<file path="src/rtl/flbr_pkg.sv">
// types and constants for the free list bitmap rebuild block
package flbr_pkg;

   localparam int WORD_WIDTH = 64;
   localparam int BIT_POS_W  = 6;

   localparam logic [31:0] END_LINK = 32'hFFFF_FFFF;
   localparam logic [31:0] MAX_LINK = 32'h7FFF_FFFF;

   typedef enum logic {
      CMD_LOAD = 1'b0,
      CMD_RUN  = 1'b1
   } cmd_type;

   typedef enum logic [2:0] {
      ST_IDLE,
      ST_INIT,
      ST_READ,
      ST_CHECK,
      ST_EMIT_RD,
      ST_EMIT_LD,
      ST_FAIL,
      ST_WAIT
   } state_type;

   // controller to datapath
   typedef struct packed {
      logic req_ready;
      logic load_link;
      logic start_run;
      logic init_write;
      logic walk_read;
      logic walk_update;
      logic emit_read;
      logic out_load_word;
      logic out_load_fail;
      logic emit_next;
   } ctrl_cmd_type;

   // datapath to controller
   typedef struct packed {
      logic hdr_ok;
      logic init_last;
      logic walk_end;
      logic step_fail;
      logic next_end;
      logic final_ok;
      logic out_taken;
      logic out_last;
   } dp_status_type;

endpackage

</file>
<file path="src/rtl/flbr_ctrl.sv">
// controller state machine for the free list rebuild
module flbr_ctrl import flbr_pkg::*; (
   input  logic          clock,
   input  logic          reset,
   input  logic          req_valid,
   input  cmd_type       req_command,
   input  dp_status_type status,
   output ctrl_cmd_type  cmd
);

   state_type state_ff, state_in;

   // state register
   always_ff @(posedge clock) begin
      if (reset) begin
         state_ff <= ST_IDLE;
      end else begin
         state_ff <= state_in;
      end
   end

   // next state
   always_comb begin
      state_in = state_ff;
      unique case (state_ff)
         ST_IDLE: begin
            if (req_valid && req_command == CMD_RUN) begin
               state_in = status.hdr_ok ? ST_INIT : ST_FAIL;
            end
         end
         ST_INIT: begin
            if (status.init_last) begin
               state_in = status.walk_end ? ST_EMIT_RD : ST_READ;
            end
         end
         ST_READ: state_in = ST_CHECK;
         ST_CHECK: begin
            if (status.step_fail) begin
               state_in = ST_FAIL;
            end else if (status.next_end) begin
               state_in = status.final_ok ? ST_EMIT_RD : ST_FAIL;
            end else begin
               state_in = ST_READ;
            end
         end
         ST_EMIT_RD: state_in = ST_EMIT_LD;
         ST_EMIT_LD: state_in = ST_WAIT;
         ST_FAIL:    state_in = ST_WAIT;
         ST_WAIT: begin
            if (status.out_taken) begin
               state_in = status.out_last ? ST_IDLE : ST_EMIT_RD;
            end
         end
         default: state_in = ST_IDLE;
      endcase
   end

   // command outputs
   always_comb begin
      cmd = '0;
      unique case (state_ff)
         ST_IDLE: begin
            cmd.req_ready = 1'b1;
            cmd.load_link = req_valid && req_command == CMD_LOAD;
            cmd.start_run = req_valid && req_command == CMD_RUN;
         end
         ST_INIT:    cmd.init_write = 1'b1;
         ST_READ:    cmd.walk_read = 1'b1;
         ST_CHECK:   cmd.walk_update = !status.step_fail;
         ST_EMIT_RD: cmd.emit_read = 1'b1;
         ST_EMIT_LD: cmd.out_load_word = 1'b1;
         ST_FAIL:    cmd.out_load_fail = 1'b1;
         ST_WAIT:    cmd.emit_next = status.out_taken && !status.out_last;
         default:    cmd = '0;
      endcase
   end

endmodule

</file>
<file path="config.mk">
export PLATFORM = sky130hd
export DESIGN_NAME = flbr_ctrl
export DESIGN_NICKNAME = d
export VERILOG_FILES = /design/src/rtl/flbr_pkg.sv /design/src/rtl/flbr_ctrl.sv
export SDC_FILE = /design/constraint.sdc
export NUM_CORES = 1
export LEC_CHECK = 0
export BUFFER_PORTS_ARGS = -buffer_cell sky130_fd_sc_hd__buf_2
export CAP_MARGIN = 30
export CORE_UTILIZATION = 23
export DETAILED_ROUTE_END_ITERATION = 10
export PLACE_DENSITY_LB_ADDON = 0.08
export SLEW_MARGIN = 10
export SYNTH_ARGS = -nofsm -noshare
export SYNTH_HDL_FRONTEND = slang
export SYNTH_SLANG_ARGS = --single-unit
</file>
<file path="constraint.sdc">
create_clock -name clock -period 1.39 [get_ports clock]
set_clock_uncertainty 0.15 [all_clocks]
set_input_delay 0.2085 -clock clock [delete_from_list [all_inputs] [get_ports clock]]
set_output_delay 0.2085 -clock clock [all_outputs]
set_load 0.1 [all_outputs]
</file>
# After elaboration in Yosys (flattened, before gate mapping)
# Cells that the tools add are included.
[word_totals] reg_bits=3 inputBits=12 out_inout_bits=10 wordCells=38
[op_classes] n_eq_ne=10 mux=18 bitwise=1 reduce_logical=8
[ops] op="$mux W3" n=9
[ops] op="$pmux W3 S7" n=1
[ops] op="$eq A3 B3 Y1 const B" n=4
[ops] op="$mux W1" n=7
[ops] op="$eq A3 B2 Y1 const B" n=2
[ops] op="$ne A2 B2 Y1 const B" n=3
[ops] op="$eq A3 B1 Y1 const B" n=1
[ops] op="$logic_and A1 B1 Y1" n=3
[ops] op="$logic_not A3 Y1" n=1
[ops] op="$reduce_and A3 Y1" n=1
[ops] op="$logic_not A1 Y1" n=2
[ops] op="$mux W2" n=1
[ops] op="$reduce_or A2 Y1" n=1
[ops] op="$not A1 Y1" n=1

# Logic depth before layout (Yosys ltp)
# Gate-level depths: netlist of the first run.
[depth] word_depth=4 mapped_depth=4 ltp_nobuf=4

# Worst setup path after synthesis of the first run
# No wires, ideal clock.
[synth_path] kind="register -> register" from="reg state_ff[0]" to="reg state_ff[2]" setup_ns=0.124 arrival_time_ns=3.138 required_ns=1.116 setup_slack_ns=-2.022 path_stages_with_launch=4 n_path_buf=0 synth_period_minus_slack_ns=3.412 path_cell_list="dfxtp_1 -> nor3b_1 -> a221o_1 -> a31oi_1"
[synth_via] elab_chain_len=3 elab_cells_between_ends=14 cone_classes="eq/ne: 10; mux: 1; reduce/logical: 3"
[synth_rtl] item="from (decl)" line="flbr_ctrl.sv:11" text="state_type state_ff, state_in;"
[synth_rtl] item="from (signal assigned)" line="flbr_ctrl.sv:18" text="state_ff <= state_in;"
[synth_rtl] item="$eq A3 B3 Y1, or another cell as far along" line="flbr_ctrl.sv:25" text="unique case (state_ff)"
[synth_rtl] item="$reduce_or A2 Y1 (no line) or $ne A2 B2 Y1 (tied branches)"
[synth_rtl] item="$pmux W3 S7 or $reduce_and A3 Y1 (tied branches)"
# Parallel ways exist; a longest one is shown, timed or not.
# A chain may end at the register's enable or synchronous reset.

==> results.toml, run 1 <==
[clocking]
clock-sinks = 3
cts_max_path_buffers = 2
clock_tree_from_tritoncts = "done"
cts_hold_repair.buffers = 0
clock-root-buffer = "clkbuf_4"
total_cts_buffers = 3
worst_skew_pair.late_latency_ns = 0.25
cts_max_level = 1
path_clk_slew_ns = 0.04

[place]
place_congestion = 0.7545
count_of_input_and_output_buffers = 21
hpwlAfterDp_um = 700.4
pre_cts_slack_ns = -0.1101

[synth]
post_synth_main_area_contributors = "dfxtp_1 20%, nor3b_1 15%, a31oi_1 6.3%, nand2_1 6.3%, nor2_1 6.3%"
synth_area_per_cell_um2 = 6.983
netlist-cell-type-count = 24
synth_top_cell_by_area = "dfxtp_1"
synth_cells = 43
synthesis.area_um2 = 300.3
ys_ff_latch = 3
synthFlopType = "dfxtp_1"
ys_async_sr_fraction_pct = 0
synth-edff-count = 0
synth_top_area_share_pct = 20.00
seq_area_frac_synth_pct = 20.00
synth_warnings = 0
synth_nets = 55

[cells_and_area]
antenna_cells_inserted = 0
area_overhead_of_the_layout_relative_to_synthesis_pct = 181.7
most-common-layout-cells = "11 x buf_2, 11 x buf_12, 9 x buf_4"
fillers = 91
drive_above_1_share_pct = 70.37
max_ffs_per_register = 3
largest_registers = "state_ff x3"
regMostFlops = "state_ff"
number_of_nets_in_the_layout = 94

[floorplan]
top_level_ports = 22
placementRows = 12
die_w_um = 38.14
placeableCoreArea_um2 = 1156
die_h_um = 38.14
initial_utilization_pct = 25.97
die-area_um2 = 1454

[setup_path]
worst-r2r-setup-slack_ns = -0.17
critPathArrivalTime_ns = 1.41
end_kind = "output pin"
criticalPathCategory = "reg2out"
cp_max_fo = 4
cp_data_required_time_ns = 1.03
start_kind = "flip-flop"

[global_routing]
track_usage_pct = 17.25
grt_use_met1_pct = 24.03
grt_first_pass_wirelength_mm = 1.635
first_global_vias = 358
top_usage_layer = "met1"
global_route.usage.met2_pct = 22.46
grt_antenna_before_repair = 0
remaining_global_route_overflow = 0
grt_start_max_net_pins = 13
met3_usage_pct = 5.233

[drt]
detailedRoute.firstIterationViolations = 14
drt_drc = 0
routed_wirelength_mm = 1.172
route.detailed.vias_per_inst = 4.884
routed-via-count = 464
dr.pass1.iters = 4
postRouteAntennaNets = 0
post_drt_wl_per_cell_um = 12.34

[timing]
finalSetupViolations = 12
timing_hold_violations_final = 0
timing.max_slew.rel_slack_pct = 85.33
unrepaired_setup_endpoints_after_global_routing = "yes"
timing.final.crit_share_pct = 127.3
slew_violations = 0
postLayoutSetupSlackWorst_ns = -0.3791
timing.fmax_ghz = 0.5652
final_period_minus_worst_setup_slack_ns = 1.769
worst-slew-pin-transition_ns = 0.2196

[status]
status = "finished with violations"
violations = "negative setup slack"

[flow_run]
max_cap_viol_count = 0

[min_path]
hp-class = "in2reg"
==> area by class of cell <==
| class | count | area [µm²] | share of cell area [%] |
|---|---|---|---|
| Clock buffer | 4 | 26.28 | 3.107 |
| Inverter | 2 | 7.507 | 0.8876 |
| Multi-Input combinational cell | 35 | 314.1 | 37.13 |
| Sequential cell | 3 | 66.31 | 7.840 |
| Tap cell | 14 | 17.52 | 2.071 |
| Timing Repair Buffer | 37 | 414.1 | 48.96 |
==> cells by family (layout without fill, tap and decap cells) <==
logic type	Yosys count	count (layout)	share of synthesized area, %
flops	3	3	20.00
compound gates	9	9	21.67
buf+inv	5	43	7.912
simple gates	26	26	50.42
==> per-layer routing <==
| layer | up-vias | wire length [µm] |
|---|---|---|
| li1 | 233 | - |
| met1 | 210 | 566 |
| met2 | 19 | 541 |
| met3 | 2 | 51 |
| met4 | 0 | 12 |
| met5 | - | 0 |
==> per-stage QoR <==
| step | instances | utilization [%] | area, µm² | setup TNS [ns] | hold slack (ns) |
|---|---|---|---|---|---|
| after global placement | 81 | 59.09 | 683.2 | -0.3155 | 0.3151 |
| after global routing | 95 | 73.16 | 845.8 | -3.532 | 0.07836 |
| after floorplan | 43 | - | 395.4 | -3.864 | 0.2004 |
| final | 95 | 73.16 | 845.8 | -3.035 | 0.06579 |
| after detailed placement | 81 | 59.09 | 683.2 | -0.3398 | 0.3148 |
| after CTS | 91 | 70.45 | 814.5 | -2.871 | 0.06956 |
==> Yosys cell counts (all sizes together), types with 2 or more instances <==
| master | number |
|---|---|
| nor3b | 6 |
| nand2 | 5 |
| nor2 | 5 |
| a31oi | 3 |
| dfxtp | 3 |
| nand3 | 3 |
| buf | 2 |
| inv | 2 |
| or2 | 2 |
==> path summary, 6_finish.rpt <==
kind                               endpoint  cells past startpoint         from
worst min-delay path            state_ff[0]                      3        reset
worst min register to register  state_ff[1]                      3  state_ff[1]
worst max-delay path                 cmd[8]                      3  state_ff[0]
worst max register to register  state_ff[1]                      6  state_ff[0]
==> timing repair <==
| action | CTS | global route |
|---|---|---|
| endpoints found under the setup margin | 12 | 12 |
| buffers inserted | 6 | 5 |
| pin swaps | 3 | 5 |
| gates cloned | 0 | 0 |
| gates resized for setup | 11 | 3 |
==> critical path: stages (launching register included) <==
cell	delay [ns]
dfxtp_2	0.31
or3_4	0.42
nor3b_4	0.23
buf_12	0.20
Power of run 1 is not shown: default switching activity piles up to over one toggle a cycle in this logic, so the estimate is an artifact.
==> inputs of run 2 (changes only) <==
--- a/config.mk
+++ b/config.mk
@@ -5,6 +5,7 @@
 export SDC_FILE = /design/constraint.sdc
 export NUM_CORES = 1
 export LEC_CHECK = 0
+export ABC_AREA = 1
 export BUFFER_PORTS_ARGS = -buffer_cell sky130_fd_sc_hd__buf_2
 export CAP_MARGIN = 30
 export CORE_UTILIZATION = 23
==> results.toml, run 2 <==
[status]
status = "finished with violations"
violations = "design-rule violations, negative setup slack"

[setup_path]
cp_data_required_time_ns = 1.03
rr_endpoint = "state_ff[1]"
worst-r2r-setup-slack_ns = 0.10
critPathArrivalTime_ns = 1.21
start_kind = "flip-flop"
end_kind = "output pin"
timing.rr.start = "state_ff[1]"
criticalPathCategory = "reg2out"
worst-r2r-cell-count = 7
timing.critical_path.from = "state_ff[2]"
cp_max_fo = 5

[synth]
synth_compound_area_share_pct = 8.108
seq_area_frac_synth_pct = 16.22
synth_top_area_share_pct = 16.22
synth-edff-count = 0
synth_cells = 57
post_synth_main_area_contributors = "dfxtp_1 16%, nand2_1 10%, nor2_1 10%, buf_6 9.1%, inv_1 6.1%"
synth_area_per_cell_um2 = 6.497
synthesis.area_um2 = 370.4
synthFlopType = "dfxtp_1"
ys_async_sr_fraction_pct = 0
synth_warnings = 0
ys_ff_latch = 3
share_of_the_synthesized_netlist_area_taken_by_xor_and_xnor_gates_pct = 0
post_synth_mux_area_share_pct = 0
netlist-cell-type-count = 20
synth_top_cell_by_area = "dfxtp_1"
synth_nets = 69
yosys-top-cells-count = "10 x nand2_1, 10 x nor2_1, 6 x inv_1"
dominant_combinational_cell_family_by_area_after_synthesis = "simple AND/OR/NAND/NOR gates"
synth_adder_area_share_pct = 0
synthSimpleGateAreaFrac_pct = 56.76

[clocking]
worst_skew_pair.late_latency_ns = 0.24
cts_max_path_buffers = 2
clock-sinks = 3
cts_hold_repair.buffers = 0
clock-root-buffer = "clkbuf_4"
cts_max_level = 1
total_cts_buffers = 3
path_clk_slew_ns = 0.04
clock_tree_from_tritoncts = "done"

[power_and_ir_drop]
finalPower_mw = 2.285
leakage_dissipation_nw = 0.3849
vdd_drop_max_mv = 2.234
pwr_density_cell_nw_per_um2 = 2654

[cells_and_area]
regMostFlops = "state_ff"
antenna_cells_inserted = 0
area_overhead_of_the_layout_relative_to_synthesis_pct = 132.4
final_cell_count_no_fill = 107
drive_above_1_share_pct = 69.23
mostFrequentLayoutCell = "buf_2"
fillers = 132
largest_registers = "state_ff x3"
final-seq-area_um2 = 71.32
max_ffs_per_register = 3
number_of_nets_in_the_layout = 104
most-common-layout-cells = "11 x buf_2, 10 x buf_12, 9 x buf_4"
multi_input_area_um2 = 332.8

[drt]
dr.pass1.iters = 6
route.detailed.vias_per_inst = 4.570
drt_drc = 1
routed-via-count = 489
detailedRoute.firstIterationViolations = 3
post_drt_wl_per_cell_um = 9.383
postRouteAntennaNets = 0
routed_wirelength_mm = 1.004

[floorplan]
top_level_ports = 22
die-area_um2 = 1775
die_w_um = 42.13
die_h_um = 42.13
initial_utilization_pct = 24.58
placementRows = 14
placeableCoreArea_um2 = 1506

[min_path]
hp-class = "in2reg"
hp-start = "reset"
whs_path_depth = 4
worst_hold_path.endpoint = "state_ff[0]"

[timing]
final_period_minus_worst_setup_slack_ns = 1.571
timing.fmax_ghz = 0.6367
hold_slack_ns = 0.08264
slew_violations = 0
postLayoutSetupSlackWorst_ns = -0.1806
finalSetupViolations = 10
timing_hold_violations_final = 0
timing.max_slew.rel_slack_pct = 82.79
unrepaired_setup_endpoints_after_global_routing = "yes"
timing.final.crit_share_pct = 113.0
worst-slew-pin-transition_ns = 0.2563

[place]
place_congestion = 0.7484
hpwlAfterDp_um = 853.4
pre_cts_slack_ns = -0.03495
count_of_input_and_output_buffers = 21
place_inst = 100

[global_routing]
first_global_vias = 463
grt_first_pass_wirelength_mm = 1.759
remaining_global_route_overflow = 0
track_usage_pct = 12.73
grt_antenna_before_repair = 0
grt_start_max_net_pins = 7

[flow_run]
max_cap_viol_count = 0
==> run 2: cells by family (layout without fill, tap and decap cells) <==
logic type / count (synthesis) / in the layout
AND/OR/NAND/NOR: 38 / 38
flip-flops: 3 / 3
AO/OA/AOI/OAI: 4 / 4
buffers and inverters: 12 / 46
==> run 2: critical path, cell delays in order, from the launching register on <==
cell	delay, ns
dfxtp_4	0.40
inv_4	0.05
nor4_4	0.31
buf_12	0.21
==> run 2: what timing repair did <==
item,4_1_cts,5_1_grt
hold endpoints to repair,0,0
resized for setup,6,4
pin swaps,2,2
cloned,0,0
endpoints found under the setup margin,11,11
buffers inserted,2,2
==> run 2: final cells by class <==
type                    instances  share of cell area (%)
flip-flops and latches          3                   8.285
inverters                       9                   6.250
clock buffers                   4                   3.052
well taps                      16                   2.326
repair buffers                 33                   41.42
multi-input cells              42                   38.66
==> run 2: per-stage QoR <==
step / TNS (ns) / instance area [µm²] / utilization, %
final: -1.381 / 860.8 / 57.14
after global routing: -1.904 / 860.8 / 57.14
after CTS: -1.436 / 835.8 / 55.48
after detailed placement: -0.08489 / 777.0 / 51.58
after global placement: -0.06031 / 777.0 / 51.58
after floorplan: -2.759 / 480.5 / -
==> run 2: how the worst max path moves through the flow <==
stage                     depth (start not counted)     end  slack [ns]
after global routing                              4  cmd[4]       -0.23
final                                             3  cmd[0]       -0.18
after detailed placement                          4  cmd[0]       -0.03
after CTS                                         3  cmd[0]       -0.18
after global placement                            4  cmd[0]       -0.03
after floorplan                                   6  cmd[8]       -0.58
==> run 2: layer usage <==
metal  up-vias  share of wire [%]  track usage (%)
met5         -                  0                0
met1       214                 43            15.22
met3         0                8.0            4.310
li1        254                  -                -
met4         0                  0            3.750
met2        21                 49            21.56
==> run 2: report_power, final <==
group          switching, mW  total [mW]  leakage (nW)  internal (mW)
clock network         0.0476       0.155        0.0150          0.108
logic                   1.13        1.88         0.343          0.756
registers              0.101       0.247        0.0268          0.146
total                   1.27        2.28         0.385           1.01
Power figures use the tool's default switching activity.
==> inputs of run 3 (changes only) <==
--- a/config.mk
+++ b/config.mk
@@ -9,6 +9,7 @@
 export BUFFER_PORTS_ARGS = -buffer_cell sky130_fd_sc_hd__buf_2
 export CAP_MARGIN = 30
 export CORE_UTILIZATION = 23
+export CTS_BUF_LIST = sky130_fd_sc_hd__clkbuf_8 sky130_fd_sc_hd__clkbuf_16
 export DETAILED_ROUTE_END_ITERATION = 10
 export PLACE_DENSITY_LB_ADDON = 0.08
 export SLEW_MARGIN = 10
==> results.toml, run 3 (synthesized netlist as in run 2, its figures left out) <==
[setup_path]
criticalPathCategory = "reg2out"
end_kind = "output pin"
critPathArrivalTime_ns = 1.20
start_kind = "flip-flop"
crit_path_max_incr_delay_ns = 0.41
crit_path_cell_trace = "inv_4 -> nor4_4 -> buf_12"
cp_data_required_time_ns = 1.03
worst-r2r-setup-slack_ns = 0.03
timing.rr.start = "state_ff[1]"
crit_slowest_cell = "dfxtp_4"
worst-r2r-cell-count = 8
rr_endpoint = "state_ff[1]"
cp_max_fo = 5

[power_and_ir_drop]
vdd_drop_max_mv = 2.260
finalPower_mw = 2.462
pwr_density_cell_nw_per_um2 = 2645
leakage_dissipation_nw = 0.4203

[min_path]
hp-class = "in2reg"
worst_hold_path.endpoint = "state_ff[0]"
whs_path_depth = 4
hp-start = "reset"

[global_routing]
grt_start_max_net_pins = 7
remaining_global_route_overflow = 0
grt_antenna_before_repair = 0
track_usage_pct = 12.91
grt_first_pass_wirelength_mm = 1.787
first_global_vias = 471

[drt]
post_drt_wl_per_cell_um = 10.01
route.detailed.vias_per_inst = 4.609
routed_wirelength_mm = 1.101
detailedRoute.firstIterationViolations = 7
drt_drc = 1
dr.pass1.iters = 6
routed-via-count = 507
postRouteAntennaNets = 0

[place]
hpwlAfterDp_um = 853.4
count_of_input_and_output_buffers = 21
place_congestion = 0.7484
pre_cts_slack_ns = -0.03495

[cells_and_area]
mostFrequentLayoutCell = "buf_2"
drive_above_1_share_pct = 71.28
regMostFlops = "state_ff"
max_ffs_per_register = 3
antenna_cells_inserted = 0
most-common-layout-cells = "11 x buf_2, 10 x buf_12, 10 x buf_4"
area_overhead_of_the_layout_relative_to_synthesis_pct = 151.4
largest_registers = "state_ff x3"
number_of_nets_in_the_layout = 107

[clocking]
cts_max_level = 1
path_clk_slew_ns = 0.03
cts_max_path_buffers = 2
cts_hold_repair.buffers = 0
total_cts_buffers = 3
clock-sinks = 3
clock_tree_from_tritoncts = "done"
worst_skew_pair.late_latency_ns = 0.21
clock-root-buffer = "clkbuf_8"

[timing]
timing.final.crit_share_pct = 112.0
slew_violations = 0
worst-slew-pin-transition_ns = 0.2563
finalSetupViolations = 10
timing_hold_violations_final = 0
final_period_minus_worst_setup_slack_ns = 1.556
timing.max_slew.rel_slack_pct = 82.79
timing.fmax_ghz = 0.6425
unrepaired_setup_endpoints_after_global_routing = "yes"
postLayoutSetupSlackWorst_ns = -0.1664

[floorplan]
die_h_um = 42.13
placeableCoreArea_um2 = 1506
top_level_ports = 22
die_w_um = 42.13
die-area_um2 = 1775
initial_utilization_pct = 24.58
placementRows = 14

[flow_run]
max_cap_viol_count = 0

[status]
status = "finished with violations"
violations = "design-rule violations, negative setup slack"
run 3: cell types whose count changed in the layout (fill, tap and decap cells not counted), sizes merged:
cell,before,now
buf,33,36
clkbuf,4,3
inv,7,8
run 3: worst max-delay path by stage:
stage	from	endpoint	slack, ns	depth (start not counted)
finish	state_ff[2]	cmd[0]	-0.17	3
global route	state_ff[1]	cmd[4]	-0.21	4
CTS	state_ff[2]	cmd[0]	-0.16	3
detailed placement	state_ff[1]	cmd[0]	-0.03	4
global placement	state_ff[1]	cmd[0]	-0.03	4
floorplan	state_ff[1]	cmd[8]	-0.58	6
run 3: final cells by class:
| type | count | area (µm²) |
|---|---|---|
| Clock buffer | 3 | 41.29 |
| Clock inverter | 1 | 3.754 |
| Fill cell | 119 | 575.6 |
| Inverter | 9 | 56.30 |
| Multi-Input combinational cell | 42 | 347.8 |
| Sequential cell | 3 | 71.32 |
| Tap cell | 16 | 20.02 |
| Timing Repair Buffer | 36 | 390.4 |
run 3: power breakdown:
group          switching, mW  internal (mW)  leakage [nW]
logic                   1.17          0.800         0.367
registers              0.103          0.146        0.0268
clock network         0.0559          0.188        0.0269
run 3: critical path, delay by kind of cell, from the launching register on:
family | cells | cell delay [ns]
flops | 1 | 0.41
buf+inv | 2 | 0.26
simple gates | 1 | 0.31
run 3: layer usage:
layer  track usage [%]  vias up  share of wire, %
li1                  -      258                 -
met1             15.22      229                42
met2             22.19       20                51
met3             4.310        0               7.2
met4             3.750        0                 0
met5                 0        -                 0
run 3: what timing repair did:
action,CTS,global route
endpoints found under the hold margin,0,0
resized for setup,9,8
pin swaps,3,6
setup buffers,3,4
setup endpoints to repair,11,12
run 3: metrics by stage:
step / std cells / setup TNS (ns) / utilization, % / cell area (µm²) / hold slack, ns
final: 110 / -0.9888 / 61.79 / 930.9 / 0.1050
after global routing: 110 / -1.464 / 61.79 / 930.9 / 0.1273
after CTS: 107 / -1.093 / 58.14 / 875.8 / 0.1042
after detailed placement: 100 / -0.08489 / 51.58 / 777.0 / 0.3241
after global placement: 100 / -0.06031 / 51.58 / 777.0 / 0.3246
after floorplan: 57 / -2.759 / - / 480.5 / 0.2262
